==> config.mk <==
export PLATFORM = sky130hd
export DESIGN_NAME = run_stop_active_idle_mode_timer_top
export DESIGN_NICKNAME = d
export VERILOG_FILES = /design/src/rtl/core/rsait_pkg.sv /design/src/rtl/core/run_stop_active_idle_mode_timer_top.sv
export SDC_FILE = /design/constraint.sdc
export NUM_CORES = 1
export LEC_CHECK = 0
export BUFFER_PORTS_ARGS = -buffer_cell sky130_fd_sc_hd__buf_2
export CAP_MARGIN = 20
export CORE_ASPECT_RATIO = 0.7
export CORE_MARGIN = 2
export CORE_UTILIZATION = 30
export DETAILED_ROUTE_END_ITERATION = 7
export PLACE_DENSITY = 0.57
export SLEW_MARGIN = 20
export SYNTH_ARGS = -nofsm -noshare
export SYNTH_HDL_FRONTEND = slang
export SYNTH_SLANG_ARGS = --single-unit
==> constraint.sdc <==
create_clock -name clk -period 8.87 [get_ports clk]
set_input_delay 0.4435 -clock clk [delete_from_list [all_inputs] [get_ports clk]]
set_output_delay 0.4435 -clock clk [all_outputs]
set_load 0.05 [all_outputs]
==> src/rtl/core/rsait_pkg.sv <==
// Shared constants and types for the run/stop active/idle mode timer.
`timescale 1ns / 1ps

package rsait_pkg;

  // Configuration register width and APB port geometry
  localparam int CFG_W  = 21;
  localparam int ADDR_W = 4;
  localparam int DATA_W = 32;

  // Stream payload widths
  localparam int IN_W   = 8;
  localparam int SEC_W  = 11;
  localparam int CNT_W  = 32;
  localparam int OUT_W  = 48;

  // Register map, index = paddr[3:2]
  typedef enum logic [1:0] {
    REG_ACTIVE_DUR = 2'd0,
    REG_IDLE_DUR   = 2'd1,
    REG_START_LOCK = 2'd2,
    REG_PRESS_LOCK = 2'd3
  } cfg_reg_t;

  // Register reset values
  localparam logic [CFG_W-1:0] ACTIVE_DUR_RST = 21'd10000;
  localparam logic [CFG_W-1:0] IDLE_DUR_RST   = 21'd15000;
  localparam logic [CFG_W-1:0] START_LOCK_RST = 21'd200;
  localparam logic [CFG_W-1:0] PRESS_LOCK_RST = 21'd50;

  // Seconds rounding: ceil(ms / 1000) = ((ms + 999) * RECIP) >> SHIFT
  localparam int SUM_W     = CFG_W + 1;
  localparam int RECIP_W   = 23;
  localparam int PROD_W    = SUM_W + RECIP_W;
  localparam int SEC_SHIFT = 32;
  localparam int QUOT_W    = 13;
  localparam logic [SUM_W-1:0]   SEC_ROUND = 22'd999;
  localparam logic [RECIP_W-1:0] SEC_RECIP = 23'd4294968;
  localparam logic [QUOT_W-1:0]  SEC_MAX_Q = 13'd2047;
  localparam logic [SEC_W-1:0]   SEC_MAX   = 11'd2047;

endpackage

==> src/rtl/core/run_stop_active_idle_mode_timer_top.sv <==
// Run/stop timer with alternating active and idle modes, one tick per transfer.
`timescale 1ns / 1ps

//  channel  | ports                         | carries
//  ---------+-------------------------------+-----------------------------------------
//  in       | in_tvalid/in_tready/in_tdata  | one 1 ms tick: start level, press edge
//  out      | out_tvalid/out_tready/out_tdata | run, mode, LED, seconds left, press count
//  cfg      | cfg_psel..cfg_prdata (APB)    | durations and lockouts, 4 x 32-bit words
//
//  One tick per clock sustained while out_tready stays high. An input transfer
//  updates the timer state and the remaining milliseconds; the result stage then
//  rounds to seconds through one 22x23 multiply into the output register.
//  rst_n is synchronous, active low; the state, config and valid registers reset.
//  A stalled output holds; input keeps flowing while the result stage has room.

module run_stop_active_idle_mode_timer_top #(
  parameter int TIME_BITS = 21
) (
  input  logic                          clk,
  input  logic                          rst_n,
  // tick stream
  input  logic                          in_tvalid,
  output logic                          in_tready,
  // [0] start_level, [1] press_edge, [7:2] zero
  input  logic [rsait_pkg::IN_W-1:0]    in_tdata,
  // result stream
  output logic                          out_tvalid,
  input  logic                          out_tready,
  // [0] is_running, [1] mode_is_idle, [2] led_on, [13:3] remaining_seconds,
  // [45:14] accepted_presses, [47:46] zero
  output logic [rsait_pkg::OUT_W-1:0]   out_tdata,
  // configuration
  input  logic                          cfg_psel,
  input  logic                          cfg_penable,
  input  logic                          cfg_pwrite,
  input  logic [rsait_pkg::ADDR_W-1:0]  cfg_paddr,
  input  logic [rsait_pkg::DATA_W-1:0]  cfg_pwdata,
  output logic [rsait_pkg::DATA_W-1:0]  cfg_prdata,
  output logic                          cfg_pready
);

  localparam int CFG_W = rsait_pkg::CFG_W;
  localparam int CMPW  = (TIME_BITS > rsait_pkg::CFG_W) ? TIME_BITS : rsait_pkg::CFG_W;
  localparam logic [TIME_BITS-1:0] TMAX = '1;

  // configuration registers
  logic [CFG_W-1:0] active_dur_r;
  logic [CFG_W-1:0] idle_dur_r;
  logic [CFG_W-1:0] start_lock_r;
  logic [CFG_W-1:0] press_lock_r;
  logic             cfg_wr;

  // timer state (also the first pipeline stage payload)
  logic                        run_r, run_nxt;
  logic                        idle_r, idle_nxt;
  logic                        led_r, led_nxt;
  logic                        prev_lvl_r, prev_lvl_nxt;
  logic                        pend_r, pend_nxt;
  logic [TIME_BITS-1:0]        mode_el_r, mode_el_nxt;
  logic [TIME_BITS-1:0]        start_el_r, start_el_nxt;
  logic [TIME_BITS-1:0]        press_el_r, press_el_nxt;
  logic [rsait_pkg::CNT_W-1:0] tot_r, tot_nxt;
  logic [CFG_W-1:0]            rem_ms_r, rem_ms_nxt;
  logic [CFG_W-1:0]            dur_sel;
  logic                        a_valid_r;

  // result stage
  logic                          out_valid_r;
  logic                          out_run_r;
  logic                          out_idle_r;
  logic                          out_led_r;
  logic [rsait_pkg::SEC_W-1:0]   out_secs_r;
  logic [rsait_pkg::CNT_W-1:0]   out_tot_r;

  logic                          in_fire;
  logic                          a_adv;
  logic                          lvl;
  logic                          edg;
  logic [rsait_pkg::SUM_W-1:0]   sec_sum;
  logic [rsait_pkg::PROD_W-1:0]  sec_prod;
  logic [rsait_pkg::QUOT_W-1:0]  sec_quot;
  logic [rsait_pkg::SEC_W-1:0]   secs;

  // ---------------------------------------------------------------- APB port
  assign cfg_pready = 1'b1;
  assign cfg_wr     = cfg_psel & cfg_penable & cfg_pwrite & cfg_pready;

  always_ff @(posedge clk) begin
    if (!rst_n) begin
      active_dur_r <= rsait_pkg::ACTIVE_DUR_RST;
      idle_dur_r   <= rsait_pkg::IDLE_DUR_RST;
      start_lock_r <= rsait_pkg::START_LOCK_RST;
      press_lock_r <= rsait_pkg::PRESS_LOCK_RST;
    end else if (cfg_wr) begin
      case (rsait_pkg::cfg_reg_t'(cfg_paddr[3:2]))
        rsait_pkg::REG_ACTIVE_DUR: active_dur_r <= cfg_pwdata[CFG_W-1:0];
        rsait_pkg::REG_IDLE_DUR:   idle_dur_r   <= cfg_pwdata[CFG_W-1:0];
        rsait_pkg::REG_START_LOCK: start_lock_r <= cfg_pwdata[CFG_W-1:0];
        rsait_pkg::REG_PRESS_LOCK: press_lock_r <= cfg_pwdata[CFG_W-1:0];
        default: ;
      endcase
    end
  end

  // register read mux
  always_comb begin
    case (rsait_pkg::cfg_reg_t'(cfg_paddr[3:2]))
      rsait_pkg::REG_ACTIVE_DUR: cfg_prdata = rsait_pkg::DATA_W'(active_dur_r);
      rsait_pkg::REG_IDLE_DUR:   cfg_prdata = rsait_pkg::DATA_W'(idle_dur_r);
      rsait_pkg::REG_START_LOCK: cfg_prdata = rsait_pkg::DATA_W'(start_lock_r);
      rsait_pkg::REG_PRESS_LOCK: cfg_prdata = rsait_pkg::DATA_W'(press_lock_r);
      default:                   cfg_prdata = '0;
    endcase
  end

  // ---------------------------------------------------------------- handshake
  assign a_adv     = a_valid_r & (~out_valid_r | out_tready);
  assign in_tready = ~a_valid_r | a_adv;
  assign in_fire   = in_tvalid & in_tready;

  assign lvl = in_tdata[0];
  assign edg = in_tdata[1];

  // ---------------------------------------------------------------- tick update
  always_comb begin
    // elapsed counters advance, saturating
    mode_el_nxt  = (mode_el_r == TMAX) ? TMAX : mode_el_r + TIME_BITS'(1);
    start_el_nxt = (start_el_r == TMAX) ? TMAX : start_el_r + TIME_BITS'(1);
    press_el_nxt = (press_el_r == TMAX) ? TMAX : press_el_r + TIME_BITS'(1);
    run_nxt      = run_r;
    idle_nxt     = idle_r;
    led_nxt      = led_r;
    pend_nxt     = pend_r;
    tot_nxt      = tot_r;
    rem_ms_nxt   = '0;
    dur_sel      = '0;

    // press edge past its lockout
    if (edg && (CMPW'(press_el_nxt) > CMPW'(press_lock_r))) begin
      press_el_nxt = '0;
      tot_nxt      = tot_r + rsait_pkg::CNT_W'(1);
      pend_nxt     = 1'b1;
    end

    // start/stop falling edge past its lockout
    if (prev_lvl_r && !lvl && (CMPW'(start_el_nxt) >= CMPW'(start_lock_r))) begin
      start_el_nxt = '0;
      run_nxt      = ~run_r;
      if (run_r) begin
        led_nxt = 1'b0;
      end else begin
        idle_nxt    = 1'b0;
        mode_el_nxt = '0;
        pend_nxt    = 1'b0;
      end
    end
    prev_lvl_nxt = lvl;

    // mode switching and press consumption
    if (!run_nxt) begin
      pend_nxt = 1'b0;
    end else begin
      if (!idle_nxt && (CMPW'(mode_el_nxt) >= CMPW'(active_dur_r))) begin
        idle_nxt    = 1'b1;
        mode_el_nxt = '0;
        led_nxt     = 1'b1;
        pend_nxt    = 1'b0;
      end else if (idle_nxt && (CMPW'(mode_el_nxt) >= CMPW'(idle_dur_r))) begin
        idle_nxt    = 1'b0;
        mode_el_nxt = '0;
      end
      if (!idle_nxt && pend_nxt) begin
        pend_nxt = 1'b0;
        led_nxt  = ~led_nxt;
      end
      dur_sel = idle_nxt ? idle_dur_r : active_dur_r;
      if (CMPW'(mode_el_nxt) < CMPW'(dur_sel)) begin
        rem_ms_nxt = CFG_W'(CMPW'(dur_sel) - CMPW'(mode_el_nxt));
      end
    end
  end

  // state registers
  always_ff @(posedge clk) begin
    if (!rst_n) begin
      run_r      <= 1'b0;
      idle_r     <= 1'b0;
      led_r      <= 1'b0;
      prev_lvl_r <= 1'b1;
      pend_r     <= 1'b0;
      mode_el_r  <= '0;
      start_el_r <= '0;
      press_el_r <= '0;
      tot_r      <= '0;
      a_valid_r  <= 1'b0;
    end else begin
      if (in_fire) begin
        run_r      <= run_nxt;
        idle_r     <= idle_nxt;
        led_r      <= led_nxt;
        prev_lvl_r <= prev_lvl_nxt;
        pend_r     <= pend_nxt;
        mode_el_r  <= mode_el_nxt;
        start_el_r <= start_el_nxt;
        press_el_r <= press_el_nxt;
        tot_r      <= tot_nxt;
      end
      if (in_fire) begin
        a_valid_r <= 1'b1;
      end else if (a_adv) begin
        a_valid_r <= 1'b0;
      end
    end
  end

  always_ff @(posedge clk) begin
    if (in_fire) begin
      rem_ms_r <= rem_ms_nxt;
    end
  end

  // ---------------------------------------------------------------- seconds rounding
  assign sec_sum  = rsait_pkg::SUM_W'(rem_ms_r) + rsait_pkg::SEC_ROUND;
  assign sec_prod = rsait_pkg::PROD_W'(sec_sum) * rsait_pkg::PROD_W'(rsait_pkg::SEC_RECIP);
  assign sec_quot = sec_prod[rsait_pkg::SEC_SHIFT +: rsait_pkg::QUOT_W];
  assign secs     = (sec_quot > rsait_pkg::SEC_MAX_Q) ? rsait_pkg::SEC_MAX
                                                      : sec_quot[rsait_pkg::SEC_W-1:0];

  // ---------------------------------------------------------------- result stage
  always_ff @(posedge clk) begin
    if (!rst_n) begin
      out_valid_r <= 1'b0;
    end else if (a_adv) begin
      out_valid_r <= 1'b1;
    end else if (out_tready) begin
      out_valid_r <= 1'b0;
    end
  end

  always_ff @(posedge clk) begin
    if (a_adv) begin
      out_run_r  <= run_r;
      out_idle_r <= idle_r;
      out_led_r  <= led_r;
      out_secs_r <= secs;
      out_tot_r  <= tot_r;
    end
  end

  assign out_tvalid = out_valid_r;
  assign out_tdata  = {2'b00, out_tot_r, out_secs_r, out_led_r, out_idle_r, out_run_r};

`ifndef SYNTHESIS
  // stopped timer reports no time left
  assert property (@(posedge clk) disable iff (!rst_n)
    (a_valid_r && !run_r) |-> (rem_ms_r == '0))
    else $error("remaining time nonzero while stopped");

  // no new tick taken while both stages are full and the output stalls
  assert property (@(posedge clk) disable iff (!rst_n)
    (a_valid_r && out_valid_r && !out_tready) |-> !in_tready)
    else $error("tick accepted into a full pipeline");

  // press count moves by at most one per cycle
  assert property (@(posedge clk) disable iff (!rst_n)
    $past(rst_n) |-> (rsait_pkg::CNT_W'(tot_r - $past(tot_r)) <= rsait_pkg::CNT_W'(1)))
    else $error("press count jumped");

  // idle mode while running always has the LED on
  assert property (@(posedge clk) disable iff (!rst_n)
    (run_r && idle_r) |-> led_r)
    else $error("LED off during idle mode");
`endif

endmodule

==> results of run 1 <==
[power by group through the flow]
stage          clock network [mW]  logic, mW  registers [mW]
2_1_floorplan                   0       1.95            1.32
3_3_place_gp                    0       2.70            1.27
3_5_place_dp                    0       2.69            1.27
4_1_cts                      1.16       2.71            1.24
5_1_grt                      1.20       3.14            1.25
6_report                     1.13       2.75            1.24
[logic make-up (layout without fill, tap and decap cells)]
| family | count (synthesis) | in the layout | share of synthesized area, % |
|---|---|---|---|
| AO/OA/AOI/OAI | 485 | 485 | 13.9 |
| adder cells (fa/ha/maj) | 385 | 385 | 26.7 |
| buffers and inverters | 405 | 504 | 7.66 |
| multiplexers | 23 | 23 | 2.37 |
| AND/OR/NAND/NOR | 783 | 783 | 17.0 |
| XOR/XNOR | 111 | 111 | 4.76 |
| other | 2 | 14 | 0.0361 |
| flip-flops | 253 | 253 | 27.6 |
[registers in the layout, summed over array words and instances, names as in the netlist]
| register | count |
|---|---|
| a_valid_r | 1 |
| active_dur_r | 21 |
| idle_dur_r | 21 |
| idle_r | 1 |
| led_r | 1 |
| mode_el_r | 21 |
| out_idle_r | 1 |
| out_led_r | 1 |
| out_run_r | 1 |
| out_secs_r | 11 |
| out_tot_r | 32 |
| out_tvalid | 1 |
| pend_r | 1 |
| press_el_r | 21 |
| press_lock_r | 21 |
| prev_lvl_r | 1 |
| rem_ms_r | 21 |
| run_r | 1 |
| start_el_r | 21 |
| start_lock_r | 21 |
| tot_r | 32 |
[layer usage]
metal  vias to the layer above  GRT usage (%)  share of wire (%)
met1                      8071           25.5                 52
li1                       8540              -                  -
met3                        53           2.81                6.3
met2                       444           23.7                 40
met5                         -              0                  0
met4                         0           2.57                1.5
[worst min-delay path, delay by kind of cell]
kind                   cells  cell delay, ns
buffers and inverters      1            0.12
and+or+nand+nor            1            0.05
AOI/OAI and AO/OA          1            0.05
[cell type report]
type	count	area [um^2]	share of cell area (%)
multi-input combinational	1801	13600	58.1
tap	902	1130	4.83
clock inverter	15	108	0.461
sequential	253	5740	24.6
timing repair buffer	153	936	4.01
clock buffer	36	751	3.21
inverter	300	1130	4.83
[how the worst min path moves through the flow]
stage                        start          endpoint
finish              cfg_pwdata[15]  press_lock_r[15]
floorplan                tot_r[31]     out_tot_r[31]
detailed placement       tot_r[31]     out_tot_r[31]
global placement         tot_r[31]     out_tot_r[31]
CTS                 cfg_pwdata[12]  press_lock_r[12]
global route        cfg_pwdata[18]  start_lock_r[18]
[cells in the final DEF (no fill, tap or decap), drive strengths merged, types with 21 or more instances in the layout]
cell,netlist,routed
nor2,180,180
inv,299,302
a21o,26,26
nor3,40,40
nand4,44,44
nand2,336,336
dfxtp,186,186
clkbuf,70,37
o21ai,112,112
fa,98,98
a21oi,214,214
nand2b,21,21
buf,35,152
and3,33,33
edfxtp,67,67
xnor2,72,72
o211ai,21,21
ha,287,287
mux4,21,21
xor2,38,38
nand3,60,60
[repair_timing]
action,CTS,global route
hold endpoints to repair,0,0
endpoints found under the setup margin,0,21
resized for setup,0,7
hold buffers,0,0
==> summary.md, run 1 <==
| Metric | Value |
|---|---|
| Critical Path Stages | 29 |
| Synthesized area per cell | about 8.5 um^2 |
| DP HPWL | 45100 um |
| Routed WL | ~58000 um |
| CTS Root Cell | clkbuf_16 |
| Hold WS | 0.112 ns |
| RSZ-0062 raised after global routing | no |
| GRT Total Usage | 16.4% |
| FF-to-FF setup slack | 0.66 ns |
| Switching share of power | between 40 and 50% |
| Placed cells | 3408 |
| First-pass GRT wire length | 93400 um |
| Count leader, synth | nand2_1 |
| Max Cap Violations | 0 |
| Netlist cell types | 69 |
| Synth area leader | dfxtp_1 |
| Vert. Die Dim | ~220 um |
| VDD IR max | 0.237 mV |
| Hold Path Depth | 3 |
| Number of buffers and inverters on the critical path | 5 |
| RD Place Congestion | between 0.8 and 0.9 |
| Core Util, Final | ~34% |
| Worst Setup SP | rem_ms_r[2] |
| Fin area | 23400 um^2 |
| Clock Latency Late Sink | about 0.60 ns |
| Full die area | approximately 71000 um^2 |
| Clock Sinks | around 250 |
| ANT nets after route | 0 |
| Initial antenna violation count | 0 |
| Overall Power | between 5 and 6 mW |
| EDFF count, synth | 67 |
| F_max | about 120 MHz |
| Top cells by area, synth | dfxtp_1 (18%), ha_1 (17%), edfxtp_1 (9.7%) |
| Crit path max-delay family | adder cells |
| Worst-Margin Slew | approximately 1.1 ns |
| # H-tree levels | 1 |
| Critical Path Source Type | flop |
| Number of global-route vias before repair | roughly 16000 |
| WS Path Type | reg2reg |
| Final Max Tran Viols | 0 |
| Setup_tns | 0 ns |
| Crit. End Element | flop |
| Drt first pass iters | 6 |
| Number of setup buffers added after CTS | 0 |
| Static Leakage | ~10 nW |
| Power per Cell Area | ~220 nW/um^2 |
| Residual DRC | 0 |
| Initial Util | 30.4% |
| # IOs | between 100 and 150 |
| Share of cells above drive strength 1 | under 10% |
| Worst rel slew slack | 27.5% |
| Post-layout minimum cycle time | ~8.2 ns |
| Initial drt markers | between 1000 and 1500 |
| Clk pin slew, worst setup/hold paths | about 0.070 ns |
| Register bit total from synthesis | 253 |
| R2r endpoint | out_secs_r[3] |
| Crit-path max FO | 10 |
| Startpoint of the worst-slack reg-to-reg timing path | rem_ms_r[2] |
| Final Setup Violations | 0 |
| CP peak stage delay | about 0.53 ns |
| I/O Buffers | 100 |
| Clk_skew | approximately 0.048 ns |
| CTS Buf Count | 28 |
| Fraction of registers with async set/reset | 0% |
| Fillers | between 7000 and 8000 |
| Area grow syn2layout | 12.4% |
| R2R cell count | 29 |
| Core region area | approximately 68000 um^2 |
| Synthesized cell area | about 21000 um^2 |
| DR vias | 17100 |
| Dpl ws | ~0.52 ns |
| Seq/Total Area, Yosys | around 28% |
| Hold Vio Cnt, Final | 0 |
| CP max stage cell | xor2_1 |
| Setup ws final | between 0.6 and 0.7 ns |
| Outcome | finished clean |
| Clock buffer depth | 3 |
| Clock Power Share | 22.0% |
| Sequential Power Share | 24.3% |
| Synth Warn # | 0 |
| DR WL/cell | between 15 and 20 um |
| HP Class | in2reg |
| Number of diodes | 0 |
| WP data arrival | 8.49 ns |
| CP Data Required Time | a little over 9 ns |
| Fin nets | about 3000 |
| P_sw | around 2.2 mW |
| Synth top cells by count | nand2_1 (336), inv_1 (298), ha_1 (287) |
| DR vias/cell | 4.94 |
| Largest net degree at the start of global routing | 79 |
| Final worst path period share | 92.6% |
| Int Power | ~2.9 mW |
| CTS tree | yes |
| GRT overflow | 0 |
| DP Area | 22500 um^2 |
| Most used DFF post-synth | dfxtp_1 |
| Crit path capture | out_secs_r[3] |
| Non-filler cells, final | between 3000 and 4000 |
| Synth Instances | approximately 2400 |
| Die X | approximately 320 um |
| Comb power frac | around 54% |
| Synth top area share | 17.9% |
| Row Count | 80 |
No activity file was read; power rests on OpenSTA's default activity.
==> run 2: changes to the inputs <==
==> constraint.sdc (replaced) <==
create_clock -name clk -period 8.87 [get_ports clk]
set_input_delay 0.887 -clock clk [delete_from_list [all_inputs] [get_ports clk]]
set_output_delay 0.887 -clock clk [all_outputs]
set_load 0.05 [all_outputs]
==> summary.md, run 2 (synthesized netlist as in run 1, its figures left out) <==
| Metric | Value |
|---|---|
| Outcome | finished clean |
| GRT Total Usage | between 10% and 20% |
| WP data arrival | just under 9 ns |
| F_max | 120 MHz |
| Power per Cell Area | ~220 nW/um^2 |
| Residual DRC | 0 |
| Fin nets | slightly below 3000 |
| Largest net degree at the start of global routing | 79 |
| Non-filler cells, final | 3463 |
| Overall Power | 5.17 mW |
| Max Cap Violations | 0 |
| Crit. End Element | flop |
| Number of setup buffers added after CTS | 0 |
| Row Count | 80 |
| # IOs | 134 |
| Top flop regs | out_tot_r: 32 flops, tot_r: 32 flops |
| Vert. Die Dim | between 200 and 250 um |
| Clk_skew | about 0.036 ns |
| Fin area | between 20000 and 25000 um^2 |
| CP Data Required Time | approximately 9.2 ns |
| Hold Vio Cnt, Final | 0 |
| DR vias/cell | between 4 and 5 |
| I/O Buffers | 100 |
| Worst-Margin Slew | 1.07 ns |
| Full die area | ~70000 um^2 |
| CTS Buf Count | 28 |
| Most frequent cells in the layout | nand2_1 (335), inv_1 (298), ha_1 (287) |
| Setup_tns | 0 ns |
| HP Class | reg2reg |
| Initial drt markers | roughly 1400 |
| # H-tree levels | 1 |
| Share of cells above drive strength 1 | roughly 10% |
| Static Leakage | approximately 10 nW |
| Number of global-route vias before repair | between 15000 and 20000 |
| CTS tree | yes |
| CP peak stage delay | about 0.44 ns |
| CTS Root Cell | clkbuf_16 |
| Placed cells | between 3000 and 4000 |
| Dpl ws | about 0.35 ns |
| Drt first pass iters | 5 |
| DP HPWL | between 40000 and 50000 um |
| Setup ws final | roughly 0.55 ns |
| Clock buffer depth | 3 |
| Worst rel slew slack | between 20% and 30% |
| WS Path Type | reg2reg |
| Clk pin slew, worst setup/hold paths | around 0.06 ns |
| Clock Sinks | 253 |
| Core region area | around 70000 um^2 |
| Initial antenna violation count | 1 |
| ANT nets after route | 0 |
| Routed WL | around 59000 um |
| DR WL/cell | between 15 and 20 um |
| DP Area | approximately 22000 um^2 |
| Crit-path max FO | 22 |
| GRT overflow | 0 |
| VDD IR max | around 0.24 mV |
| Final Setup Violations | 0 |
| Final Max Tran Viols | 0 |
| CP max stage cell | dfxtp_1 |
| DR vias | about 17000 |
| Final worst path period share | between 90 and 100% |
| Critical Path Source Type | flop |
| Commonest non-fill, non-tap cell in the layout | nand2_1 |
| Area grow syn2layout | 12.9% |
| RD Place Congestion | around 0.87 |
| Hold WS | around 0.47 ns |
| Post-layout minimum cycle time | roughly 8.3 ns |
| Core Util, Final | around 34% |
| Die X | 319 um |
| First-pass GRT wire length | 93500 um |
| Initial Util | between 30% and 40% |
| Clock Latency Late Sink | 0.61 ns |
-- run 2: worst max-delay path: cells and delay by family (launching register included) --
kind | cells | cell delay [ns]
simple gates | 11 | 1.69
buf+inv | 7 | 1.26
compound gates | 17 | 3.44
fa+ha+maj | 4 | 1.18
flops | 1 | 0.44
-- run 2: power by group --
part | total (mW) | switching, mW | internal, mW
Sequential | 1.24 | 0.0182 | 1.22
Combinational | 2.72 | 1.64 | 1.07
Clock | 1.21 | 0.538 | 0.675
Total | 5.17 | 2.20 | 2.97
-- run 2: final timing paths --
check,startpoint,to,slack (ns),cells past startpoint
worst min register to register,tot_r[31],out_tot_r[31],0.47,0
worst max-delay path,start_el_r[0],rem_ms_r[19],0.55,39
worst min-delay path,tot_r[31],out_tot_r[31],0.47,0
worst max register to register,start_el_r[0],rem_ms_r[19],0.55,39
-- run 2: cell type report --
class / count / area [um^2]
timing repair buffer: 155 / 930
antenna: 1 / 2.50
clock inverter: 16 / 149
multi-input combinational: 1801 / 13600
tap: 902 / 1130
fill: 7170 / 44900
inverter: 300 / 1130
sequential: 253 / 5740
clock buffer: 35 / 800
-- run 2: timing repair --
item	in CTS	in global routing
resized for setup	0	15
hold buffers	0	0
endpoints found under the setup margin	0	21
-- run 2: routing by layer --
layer  vias to the layer above  track usage (%)  routed length [um]
met1                      8067             24.9               29500
li1                       8543                -                   -
met2                       482             24.2               24200
met4                         0             2.35                 614
met3                        36             3.43                4480
met5                         -                0                   0
